## src/wat_pkg.sv

```systemverilog
`default_nettype none

package wat_pkg;

    // Table geometry
    localparam int ENTRIES_DEF = 16;

    // Field widths
    localparam int SLOT_W = 4;
    localparam int DAYS_W = 7;
    localparam int HOUR_W = 5;
    localparam int MIN_W  = 6;
    localparam int DUR_W  = 16;
    localparam int DAY_W  = 5;
    localparam int WDAY_W = 3;

    // Configuration port
    localparam int ADDR_W = 3;
    localparam int DATA_W = 32;

    // Register indexes
    localparam logic [0:0] REG_ENABLED = 1'b0;

    // Request kinds
    localparam logic ACT_LOAD  = 1'b0;
    localparam logic ACT_CHECK = 1'b1;

    // One stored alarm entry
    typedef struct packed {
        logic              en;
        logic [DAYS_W-1:0] days;
        logic [HOUR_W-1:0] hour;
        logic [MIN_W-1:0]  minute;
        logic [DUR_W-1:0]  dur;
    } t_entry;

    // Clock values broadcast to all cells on a check
    typedef struct packed {
        logic [DAYS_W-1:0] today;
        logic [HOUR_W-1:0] hour;
        logic [MIN_W-1:0]  minute;
    } t_check;

    // Scan payload moved from cell to cell
    typedef struct packed {
        logic             hit;
        logic [DUR_W-1:0] dur;
    } t_scan;

    // Cell control group
    typedef struct packed {
        logic load;
        logic check;
        logic clear_day;
        logic shift;
    } t_cell_ctl;

    // Weekday (0 = Sunday) to mask bit (bit 0 = Monday, bit 6 = Sunday)
    function automatic logic [DAYS_W-1:0] today_mask(input logic [WDAY_W-1:0] wd);
        logic [DAYS_W-1:0] m;
        begin
            case (wd)
                3'd0:    m = 7'b1000000;
                3'd1:    m = 7'b0000001;
                3'd2:    m = 7'b0000010;
                3'd3:    m = 7'b0000100;
                3'd4:    m = 7'b0001000;
                3'd5:    m = 7'b0010000;
                3'd6:    m = 7'b0100000;
                default: m = 7'b1000000;
            endcase
            return m;
        end
    endfunction

endpackage

`default_nettype wire

```

## src/wat_if.sv

```systemverilog
`default_nettype none

// Request channel: table loads and clock checks
interface wat_in_if;
    logic                       valid;
    logic                       ready;
    logic                       action;
    logic [wat_pkg::SLOT_W-1:0] slot;
    logic                       entry_enable;
    logic [wat_pkg::DAYS_W-1:0] entry_days;
    logic [wat_pkg::HOUR_W-1:0] entry_hour;
    logic [wat_pkg::MIN_W-1:0]  entry_minute;
    logic [wat_pkg::DUR_W-1:0]  entry_duration;
    logic [wat_pkg::DAY_W-1:0]  day_of_month;
    logic [wat_pkg::WDAY_W-1:0] weekday;
    logic [wat_pkg::HOUR_W-1:0] clock_hour;
    logic [wat_pkg::MIN_W-1:0]  clock_minute;

    modport source (
        output valid, action, slot, entry_enable, entry_days, entry_hour,
               entry_minute, entry_duration, day_of_month, weekday,
               clock_hour, clock_minute,
        input  ready
    );
    modport sink (
        input  valid, action, slot, entry_enable, entry_days, entry_hour,
               entry_minute, entry_duration, day_of_month, weekday,
               clock_hour, clock_minute,
        output ready
    );
endinterface

// Result channel: one request per fired entry
interface wat_out_if;
    logic                       valid;
    logic                       ready;
    logic [wat_pkg::SLOT_W-1:0] fired_slot;
    logic [wat_pkg::DUR_W-1:0]  fired_duration;
    logic                       last;

    modport source (
        output valid, fired_slot, fired_duration, last,
        input  ready
    );
    modport sink (
        input  valid, fired_slot, fired_duration, last,
        output ready
    );
endinterface

`default_nettype wire

```

## src/wat_cell.sv

```systemverilog
`default_nettype none

module wat_cell (
    input  wire logic               i_clk,
    input  wire logic               i_rst_n,
    input  wire wat_pkg::t_cell_ctl i_ctl,
    input  wire logic               i_sel,
    input  wire wat_pkg::t_entry    i_entry,
    input  wire wat_pkg::t_check    i_chk,
    input  wire wat_pkg::t_scan     i_next,
    output wat_pkg::t_scan          o_scan
);

    wat_pkg::t_entry r_entry;
    logic            r_fired;
    wat_pkg::t_scan  r_scan;

    logic w_fired_eff;
    logic w_match;

    // Drop the fired flag on a new calendar day, then match this entry
    assign w_fired_eff = r_fired && !i_ctl.clear_day;
    assign w_match     = r_entry.en && !w_fired_eff
                      && (|(r_entry.days & i_chk.today))
                      && (r_entry.hour == i_chk.hour)
                      && (r_entry.minute == i_chk.minute);

    // Hold the entry, latch the hit on a check, pass scan data down the row
    always_ff @(posedge i_clk) begin
        if (!i_rst_n) begin
            r_entry <= '0;
            r_fired <= 1'b0;
            r_scan  <= '0;
        end else begin
            if (i_ctl.load && i_sel) begin
                r_entry <= i_entry;
                r_fired <= 1'b0;
            end
            if (i_ctl.check) begin
                r_fired     <= w_fired_eff || w_match;
                r_scan.hit  <= w_match;
                r_scan.dur  <= r_entry.dur;
            end else if (i_ctl.shift) begin
                r_scan <= i_next;
            end
        end
    end

    assign o_scan = r_scan;

endmodule

`default_nettype wire

```

## src/weekly_alarm_table_matcher.sv

```systemverilog
`default_nettype none

// Weekly alarm table matcher.
// Request channel (i_req): action selects a table load or a clock check.
// A load writes one entry and clears its fired flag and gives no result. A
// check (while the enabled register is 1) compares all entries against the
// clock at once, then walks the row of cells, one entry per cycle while the
// output register can take a result, so ready stays low through the walk
// and the flush. A check while disabled is absorbed and gives no result.
// Result channel (o_res): one request per fired entry in ascending slot
// order; last marks the final one. A hit is held in a pending register until
// the next hit or the end of the walk decides its last bit. The output is
// registered; a stall on o_res.ready freezes the walk until the output drains.
// A new request is taken only after the walk and flush of a check are over.
// Reset: table, fired flags and previous day clear to zero, enabled to 1.
// APB register 0 (byte address 0): bit 0 enabled; pready is always high.

module weekly_alarm_table_matcher #(
    parameter int ENTRIES = wat_pkg::ENTRIES_DEF
) (
    input  wire logic                       i_clk,
    input  wire logic                       i_rst_n,
    wat_in_if.sink                          i_req,
    wat_out_if.source                       o_res,
    input  wire logic                       psel,
    input  wire logic                       penable,
    input  wire logic                       pwrite,
    input  wire logic [wat_pkg::ADDR_W-1:0] paddr,
    input  wire logic [wat_pkg::DATA_W-1:0] pwdata,
    output logic      [wat_pkg::DATA_W-1:0] prdata,
    output logic                            pready
);

    localparam int CW = (ENTRIES > 1) ? $clog2(ENTRIES) : 1;

    typedef enum logic [2:0] {
        S_IDLE  = 3'b001,
        S_SCAN  = 3'b010,
        S_FLUSH = 3'b100
    } t_state;

    t_state                     r_state, n_state;
    logic [CW-1:0]              r_cnt, n_cnt;
    logic                       r_enabled;
    logic [wat_pkg::DAY_W-1:0]  r_prev_day;
    logic                       r_pend_vld, n_pend_vld;
    logic [wat_pkg::SLOT_W-1:0] r_pend_slot, n_pend_slot;
    logic [wat_pkg::DUR_W-1:0]  r_pend_dur, n_pend_dur;
    logic                       r_out_vld, n_out_vld;
    logic [wat_pkg::SLOT_W-1:0] r_out_slot, n_out_slot;
    logic [wat_pkg::DUR_W-1:0]  r_out_dur, n_out_dur;
    logic                       r_out_last, n_out_last;

    logic                 w_accept;
    logic                 w_do_check;
    logic                 w_do_load;
    logic                 w_out_free;
    logic                 w_step;
    wat_pkg::t_cell_ctl   w_ctl;
    wat_pkg::t_entry      w_entry;
    wat_pkg::t_check      w_chk;
    logic [ENTRIES-1:0]   w_sel;
    wat_pkg::t_scan       w_scan [ENTRIES];
    wat_pkg::t_scan       w_head;
    logic                 w_cfg_wr;

    // Configuration register
    assign pready   = 1'b1;
    assign w_cfg_wr = psel && penable && pwrite && (paddr[2] == wat_pkg::REG_ENABLED);
    assign prdata   = (paddr[2] == wat_pkg::REG_ENABLED)
                    ? {{(wat_pkg::DATA_W-1){1'b0}}, r_enabled} : '0;

    // Request decode
    assign i_req.ready = (r_state == S_IDLE);
    assign w_accept    = i_req.valid && i_req.ready;
    assign w_do_check  = w_accept && (i_req.action == wat_pkg::ACT_CHECK) && r_enabled;
    assign w_do_load   = w_accept && (i_req.action == wat_pkg::ACT_LOAD);
    assign w_out_free  = !r_out_vld || o_res.ready;
    assign w_step      = (r_state == S_SCAN) && w_out_free;

    assign w_ctl.load      = w_do_load;
    assign w_ctl.check     = w_do_check;
    assign w_ctl.clear_day = (i_req.day_of_month != r_prev_day);
    assign w_ctl.shift     = w_step;

    assign w_entry.en     = i_req.entry_enable;
    assign w_entry.days   = i_req.entry_days;
    assign w_entry.hour   = i_req.entry_hour;
    assign w_entry.minute = i_req.entry_minute;
    assign w_entry.dur    = i_req.entry_duration;

    assign w_chk.today  = wat_pkg::today_mask(i_req.weekday);
    assign w_chk.hour   = i_req.clock_hour;
    assign w_chk.minute = i_req.clock_minute;

    // Row of entry cells; scan data moves toward cell 0
    for (genvar g = 0; g < ENTRIES; g++) begin : g_cell
        wat_pkg::t_scan w_next;

        assign w_sel[g] = (int'(i_req.slot) == g);
        if (g == ENTRIES - 1) begin : g_tail
            assign w_next = '0;
        end else begin : g_link
            assign w_next = w_scan[g+1];
        end

        wat_cell u_cell (
            .i_clk   (i_clk),
            .i_rst_n (i_rst_n),
            .i_ctl   (w_ctl),
            .i_sel   (w_sel[g]),
            .i_entry (w_entry),
            .i_chk   (w_chk),
            .i_next  (w_next),
            .o_scan  (w_scan[g])
        );
    end

    assign w_head = w_scan[0];

    // Walk control, pending hit and output register
    always_comb begin
        n_state     = r_state;
        n_cnt       = r_cnt;
        n_pend_vld  = r_pend_vld;
        n_pend_slot = r_pend_slot;
        n_pend_dur  = r_pend_dur;
        n_out_vld   = r_out_vld && !o_res.ready;
        n_out_slot  = r_out_slot;
        n_out_dur   = r_out_dur;
        n_out_last  = r_out_last;
        case (r_state)
            S_IDLE: begin
                n_cnt = '0;
                if (w_do_check) begin
                    n_state = S_SCAN;
                end
            end
            S_SCAN: begin
                if (w_step) begin
                    if (w_head.hit) begin
                        if (r_pend_vld) begin
                            n_out_vld  = 1'b1;
                            n_out_slot = r_pend_slot;
                            n_out_dur  = r_pend_dur;
                            n_out_last = 1'b0;
                        end
                        n_pend_vld  = 1'b1;
                        n_pend_slot = wat_pkg::SLOT_W'(r_cnt);
                        n_pend_dur  = w_head.dur;
                    end
                    if (r_cnt == CW'(ENTRIES - 1)) begin
                        n_cnt   = '0;
                        n_state = S_FLUSH;
                    end else begin
                        n_cnt = r_cnt + 1'b1;
                    end
                end
            end
            S_FLUSH: begin
                if (!r_pend_vld) begin
                    n_state = S_IDLE;
                end else if (w_out_free) begin
                    n_out_vld  = 1'b1;
                    n_out_slot = r_pend_slot;
                    n_out_dur  = r_pend_dur;
                    n_out_last = 1'b1;
                    n_pend_vld = 1'b0;
                    n_state    = S_IDLE;
                end
            end
            default: begin
                n_state = S_IDLE;
            end
        endcase
    end

    always_ff @(posedge i_clk) begin
        if (!i_rst_n) begin
            r_state    <= S_IDLE;
            r_cnt      <= '0;
            r_enabled  <= 1'b1;
            r_prev_day <= '0;
            r_pend_vld <= 1'b0;
            r_out_vld  <= 1'b0;
        end else begin
            r_state    <= n_state;
            r_cnt      <= n_cnt;
            r_pend_vld <= n_pend_vld;
            r_out_vld  <= n_out_vld;
            if (w_cfg_wr) begin
                r_enabled <= pwdata[0];
            end
            if (w_do_check) begin
                r_prev_day <= i_req.day_of_month;
            end
        end
    end

    always_ff @(posedge i_clk) begin
        r_pend_slot <= n_pend_slot;
        r_pend_dur  <= n_pend_dur;
        r_out_slot  <= n_out_slot;
        r_out_dur   <= n_out_dur;
        r_out_last  <= n_out_last;
    end

    assign o_res.valid          = r_out_vld;
    assign o_res.fired_slot     = r_out_slot;
    assign o_res.fired_duration = r_out_dur;
    assign o_res.last           = r_out_last;

    // No hit is left pending once the walk is over
    a_idle_no_pend: assert property (@(posedge i_clk) disable iff (!i_rst_n)
        (r_state == S_IDLE) |-> !r_pend_vld)
        else $error("pending hit left while idle");

    // Walk counter starts from entry 0
    a_idle_cnt: assert property (@(posedge i_clk) disable iff (!i_rst_n)
        (r_state == S_IDLE) |-> (r_cnt == '0))
        else $error("walk counter not cleared while idle");

    // An enabled check starts a walk
    a_check_scan: assert property (@(posedge i_clk) disable iff (!i_rst_n)
        w_do_check |=> (r_state == S_SCAN))
        else $error("check did not start a walk");

    // Flushing the pending hit produces a result marked last
    a_flush_last: assert property (@(posedge i_clk) disable iff (!i_rst_n)
        ((r_state == S_FLUSH) && r_pend_vld && w_out_free)
        |=> (o_res.valid && o_res.last))
        else $error("final result not marked last");

endmodule

`default_nettype wire
```

## src/flat_wrapper.sv

```systemverilog
// flat-port wrapper written by rule: the top's interface ports become plain ports
module weekly_alarm_table_matcher_flat 
#(
    parameter int ENTRIES = wat_pkg::ENTRIES_DEF
)
  (i_clk, i_rst_n, psel, penable, pwrite, paddr, pwdata, prdata, pready, i_req_valid, i_req_action, i_req_slot, i_req_entry_enable, i_req_entry_days, i_req_entry_hour, i_req_entry_minute, i_req_entry_duration, i_req_day_of_month, i_req_weekday, i_req_clock_hour, i_req_clock_minute, i_req_ready, o_res_valid, o_res_fired_slot, o_res_fired_duration, o_res_last, o_res_ready);
  wat_in_if i_req_i ();
  wat_out_if o_res_i ();
  input  wire logic i_clk;
  input  wire logic i_rst_n;
  input  wire logic psel;
  input  wire logic penable;
  input  wire logic pwrite;
  input  wire logic [wat_pkg::ADDR_W-1:0] paddr;
  input  wire logic [wat_pkg::DATA_W-1:0] pwdata;
  output logic      [wat_pkg::DATA_W-1:0] prdata;
  output logic pready;
  input wire logic [$bits(i_req_i.valid)-1:0] i_req_valid;
  input wire logic [$bits(i_req_i.action)-1:0] i_req_action;
  input wire logic [$bits(i_req_i.slot)-1:0] i_req_slot;
  input wire logic [$bits(i_req_i.entry_enable)-1:0] i_req_entry_enable;
  input wire logic [$bits(i_req_i.entry_days)-1:0] i_req_entry_days;
  input wire logic [$bits(i_req_i.entry_hour)-1:0] i_req_entry_hour;
  input wire logic [$bits(i_req_i.entry_minute)-1:0] i_req_entry_minute;
  input wire logic [$bits(i_req_i.entry_duration)-1:0] i_req_entry_duration;
  input wire logic [$bits(i_req_i.day_of_month)-1:0] i_req_day_of_month;
  input wire logic [$bits(i_req_i.weekday)-1:0] i_req_weekday;
  input wire logic [$bits(i_req_i.clock_hour)-1:0] i_req_clock_hour;
  input wire logic [$bits(i_req_i.clock_minute)-1:0] i_req_clock_minute;
  output wire logic [$bits(i_req_i.ready)-1:0] i_req_ready;
  output wire logic [$bits(o_res_i.valid)-1:0] o_res_valid;
  output wire logic [$bits(o_res_i.fired_slot)-1:0] o_res_fired_slot;
  output wire logic [$bits(o_res_i.fired_duration)-1:0] o_res_fired_duration;
  output wire logic [$bits(o_res_i.last)-1:0] o_res_last;
  input wire logic [$bits(o_res_i.ready)-1:0] o_res_ready;
  assign i_req_i.valid = i_req_valid;
  assign i_req_i.action = i_req_action;
  assign i_req_i.slot = i_req_slot;
  assign i_req_i.entry_enable = i_req_entry_enable;
  assign i_req_i.entry_days = i_req_entry_days;
  assign i_req_i.entry_hour = i_req_entry_hour;
  assign i_req_i.entry_minute = i_req_entry_minute;
  assign i_req_i.entry_duration = i_req_entry_duration;
  assign i_req_i.day_of_month = i_req_day_of_month;
  assign i_req_i.weekday = i_req_weekday;
  assign i_req_i.clock_hour = i_req_clock_hour;
  assign i_req_i.clock_minute = i_req_clock_minute;
  assign i_req_ready = i_req_i.ready;
  assign o_res_valid = o_res_i.valid;
  assign o_res_fired_slot = o_res_i.fired_slot;
  assign o_res_fired_duration = o_res_i.fired_duration;
  assign o_res_last = o_res_i.last;
  assign o_res_i.ready = o_res_ready;
  weekly_alarm_table_matcher #(.ENTRIES(ENTRIES)) u_core (.i_clk(i_clk), .i_rst_n(i_rst_n), .i_req(i_req_i), .o_res(o_res_i), .psel(psel), .penable(penable), .pwrite(pwrite), .paddr(paddr), .pwdata(pwdata), .prdata(prdata), .pready(pready));
endmodule
```

## config.mk

```make
export PLATFORM = sky130hd
export DESIGN_NAME = weekly_alarm_table_matcher_flat
export DESIGN_NICKNAME = d
export VERILOG_FILES = /design/src/wat_pkg.sv /design/src/wat_if.sv /design/src/wat_cell.sv /design/src/weekly_alarm_table_matcher.sv /design/src/flat_wrapper.sv
export SDC_FILE = /design/constraint.sdc
export NUM_CORES = 2
export LEC_CHECK = 0
export BUFFER_PORTS_ARGS = -buffer_cell sky130_fd_sc_hd__buf_2
export CAP_MARGIN = 5
export CORE_ASPECT_RATIO = 1.2
export CORE_UTILIZATION = 60
export DETAILED_ROUTE_END_ITERATION = 16
export HOLD_SLACK_MARGIN = 0.02
export PLACE_DENSITY = 0.79
export REMOVE_ABC_BUFFERS = 1
export SLEW_MARGIN = 20
export SYNTH_ARGS = -nofsm -noshare
export SYNTH_HDL_FRONTEND = slang
export SYNTH_SLANG_ARGS = --single-unit
export TNS_END_PERCENT = 5
```

## constraint.sdc

```tcl
create_clock -name i_clk -period 6.65 [get_ports i_clk]
set_input_delay 1.33 -clock i_clk [delete_from_list [all_inputs] [get_ports i_clk]]
set_output_delay 1.33 -clock i_clk [all_outputs]
set_load 0.01 [all_outputs]
```

==> run_results.csv <==
group,metric,value,unit
outcome,status,"finished, final reports clean",
global_routing,grt_pass1_wl,149000,um
cts,postCtsHoldBufs,0,
floorplan,start_util,60.9,%
power,powerDensity,286,mW/mm^2
timing,fin_crit_sh,52.7,%
timing,min_period,3.51,ns
cts,cts_resized,0,
global_routing,grt_util_met1,38.0,%
critical_path,r2r_slack,3.23,ns
power,p_leak,12.4,nW
placed_design,portBuffers,91,
critical_path,r2r_end,"u_core.g_cell[4].u_cell.o_scan[14]$_SDFFE_PN0P_",
critical_path,crit_path_start_kind,"input pin",
cts,cts_tree,"built",
final_layout,area_growth,8.84,%
final_layout,most-common-layout-cells,"nand2_1, dfxtp_1, a21oi_1",
cts,cts_setup_buffers,0,
power,vdd_drop_max,0.000219,V
critical_path,cp_slowest_cell,"buf_4",
synthesis,yosys_most_used_dff,"dfxtp_1",
drt,drtAntennaViolNets,0,
synthesis,ys.warnings.count,0,
run,drv_cap,0,
synthesis,synth_edf_count,41,
drt,wire_per_inst,19.1,um
critical_path,worstPathMaxFanout,79,
critical_path,slowest_delay,0.79,ns
floorplan,die-area,0.0605,mm^2
final_layout,layout-drive-gt1-share,7.67,%
synthesis,synthDistinctLibCells,64,
placed_design,dpl.cell_count,4893,
final_layout,final_cells,5054,
drt,detail_route.iter0.violations,3177,
global_routing,overflow,0,
placed_design,dp_hpwl,52100,um
final_layout,nets,4293,
drt,route.detailed.drc,0,
floorplan,coreArea,0.0586,mm^2
synthesis,synth_area,0.0357,mm^2
floorplan,pin_count,157,
global_routing,grt_pass1_vias,27700,
timing,slew_headroom,20.6,%
synthesis,ys_seq_elements,904,
final_layout,multi_input_area,0.0155,mm^2
synthesis,synth_top_area_share,48.4,%
min_path,hold_path_end,"u_core.o_res.fired_duration[15]$_DFFE_PP_",
timing,fmax,0.285,GHz
timing,finalSetupViolations,0,
global_routing,gr-max-usage-layer,"met2",
cts,cts_buffers,86,
final_layout,seq_area,0.0185,mm^2
global_routing,use_met3,3.96,%
global_routing,use_met2,52.8,%
global_routing,grtUsageTotal,31.1,%
power,total_power,11.1,mW
synthesis,synth.avg_cell_area,8.16,um^2
timing,drv_slew,0,
final_layout,antenna_cells,0,
timing,skew,0.0189,ns
critical_path,path_class,"in2reg",
final_layout,design_area,0.0388,mm^2
critical_path,cpLargestDelayFamily,"buffers and inverters",
floorplan,die_w,225,um
drt,wl,96600,um
critical_path,cp.required,7.20,ns
cts,clock_latency,0.64,ns
global_routing,grt_max_degree,181,
final_layout,fill_cells,4782,
drt,via_count,30000,
cts,clkTransAtPathRegs,0.07,ns
cts,clock_sinks,904,
placed_design,place_area,0.0359,mm^2
cts,clk_path_buf_depth,3,
critical_path,r2r.worst_path.cells,7,
final_layout,post-route-util,66.3,%
critical_path,arrival,4.05,ns
floorplan,num_rows,97,
synthesis,async_flop_share,0,%
min_path,holdCritPathClass,"reg2reg",
synthesis,synth_seq_area_share,51.9,%
cts,cts-root-buf,"clkbuf_16",
timing,tightest_slew,1.18,ns
critical_path,endpoint_kind,"flip-flop",
placed_design,place_congestion,0.804,
critical_path,crit_path_frequent_cell,"buf_4",
final_layout,final_common_cell,"nand2_1",
timing,fin_tns_setup,0,ns
timing,hold_viol,0,
critical_path,timing.rr.start,"u_core.r_state[0]$_SDFFE_PN1P_",
min_path,min_from,"u_core.r_pend_dur[15]$_DFFE_PP_",
drt,viasPerCell,5.93,
synthesis,postSynthCellCount,4375,
min_path,holdPathStages,0,
critical_path,crit_buf_inv,4,
floorplan,fp.dieH,269,um
global_routing,antenna_found_initial,0,
timing,rsz0062_at_grt,"false",
drt,drt_first_pass_iters,6,
synthesis,synth.area.top_cells,"dfxtp_1, nand2_1, a21oi_1",
cts,h-tree-depth,3,
critical_path,cp_cell_sequence,"buf_2, nand3_1, nor2_4, buf_4, buf_4, buf_4, a22oi_1, a21oi_1",
synthesis,synth_largest_area_cell,"dfxtp_1",
==> flip-flops by register name, summed over array words and instances (netlist names) <==
register	cells
u_core.o_res.valid	1
u_core.g_cell.u_cell.r_entry	560
u_core.r_pend_slot	4
u_core.r_state	3
u_core.o_res.last	1
u_core.o_res.fired_duration	16
u_core.g_cell.u_cell.o_scan	272
u_core.r_pend_vld	1
u_core.o_res.fired_slot	4
u_core.r_cnt	4
u_core.g_cell.u_cell.r_fired	16
u_core.r_enabled	1
u_core.r_prev_day	5
u_core.r_pend_dur	16
==> worst reg2reg max path, delay by kind of cell (launching register included) <==
| family | cells | cell delay (ns) |
|---|---|---|
| compound gates | 2 | 0.44 |
| flops | 1 | 0.37 |
| buf+inv | 3 | 1.76 |
| simple gates | 2 | 0.75 |
==> metrics by stage <==
stage / hold WS [ns] / setup slack, ns
6_report: 0.416 / 3.14
5_1_grt: 0.420 / 3.04
4_1_cts: 0.419 / 3.23
3_5_place_dp: 0.405 / 2.63
3_3_place_gp: 0.403 / 2.66
2_1_floorplan: 0.400 / -18.89
==> worst max path at each step <==
stage / startpoint / endpoint / depth (start not counted)
3_3_place_gp: i_req_valid / u_core.g_cell[2].u_cell.o_scan[14]$_SDFFE_PN0P_ / 8
5_1_grt: i_req_valid / u_core.g_cell[3].u_cell.o_scan[2]$_SDFFE_PN0P_ / 8
2_1_floorplan: o_res_ready / u_core.g_cell[15].u_cell.o_scan[0]$_SDFFE_PN0P_ / 5
3_5_place_dp: i_req_valid / u_core.g_cell[14].u_cell.o_scan[11]$_SDFFE_PN0P_ / 8
6_report: i_req_valid / u_core.g_cell[4].u_cell.o_scan[14]$_SDFFE_PN0P_ / 8
4_1_cts: u_core.r_state[0]$_SDFFE_PN1P_ / i_req_ready / 3
==> kinds of logic (layout without fill, tap and decap cells) <==
kind of cell               Yosys count  after routing  synth area share [%]
AOI/OAI and AO/OA                 1169           1169                  19.1
other                                2             32                0.0210
xor gates and xnor gates           181            181                  4.44
buffers and inverters              454            311                  5.39
adders and majority gates            1              1                0.0351
DFF                                904            904                  51.9
and+or+nand+nor                   1634           1634                  18.2
muxes                               30             30                 0.975
==> per-layer routing <==
layer	share of wire [%]	wire, um
met5	0	0
met4	5.3	5090
met3	7.0	6770
met2	49	47100
met1	39	37600
==> synth_stat cells (all sizes together), types with 3 or more instances <==
library cell and number:
nand2b 10, and3 4, and2 7, nor3 4
inv 13, or4 6, mux2i 10, a221oi 11
nor2b 10, or2 7, nor4 13, xnor2 152
dfxtp 863, o22ai 7, o32ai 6, o2bb2ai 3
a311oi 35, edfxtp 41, nand3 12, nand2 1432
nand4 44, buf 117, a21oi 796, xor2 29
clkbuf 324, a221o 10, nor2 74, a22oi 231
mux2 18, o21ai 35, a211o 4, nor3b 4
o211ai 12
==> power by group <==
group | switching (mW) | internal [mW]
Sequential | 0.0311 | 5.51
Clock | 2.10 | 2.89
Combinational | 0.463 | 0.138
Total | 2.59 | 8.53
==> final cells by class <==
type,count,area share [%]
clock inverter,32,0.799
sequential,904,47.6
timing repair buffer,139,2.44
tap,792,2.55
multi-input combinational,3047,39.8
clock buffer,127,6.65
inverter,13,0.145
Note: power is estimated with default switching activity, not from simulation.
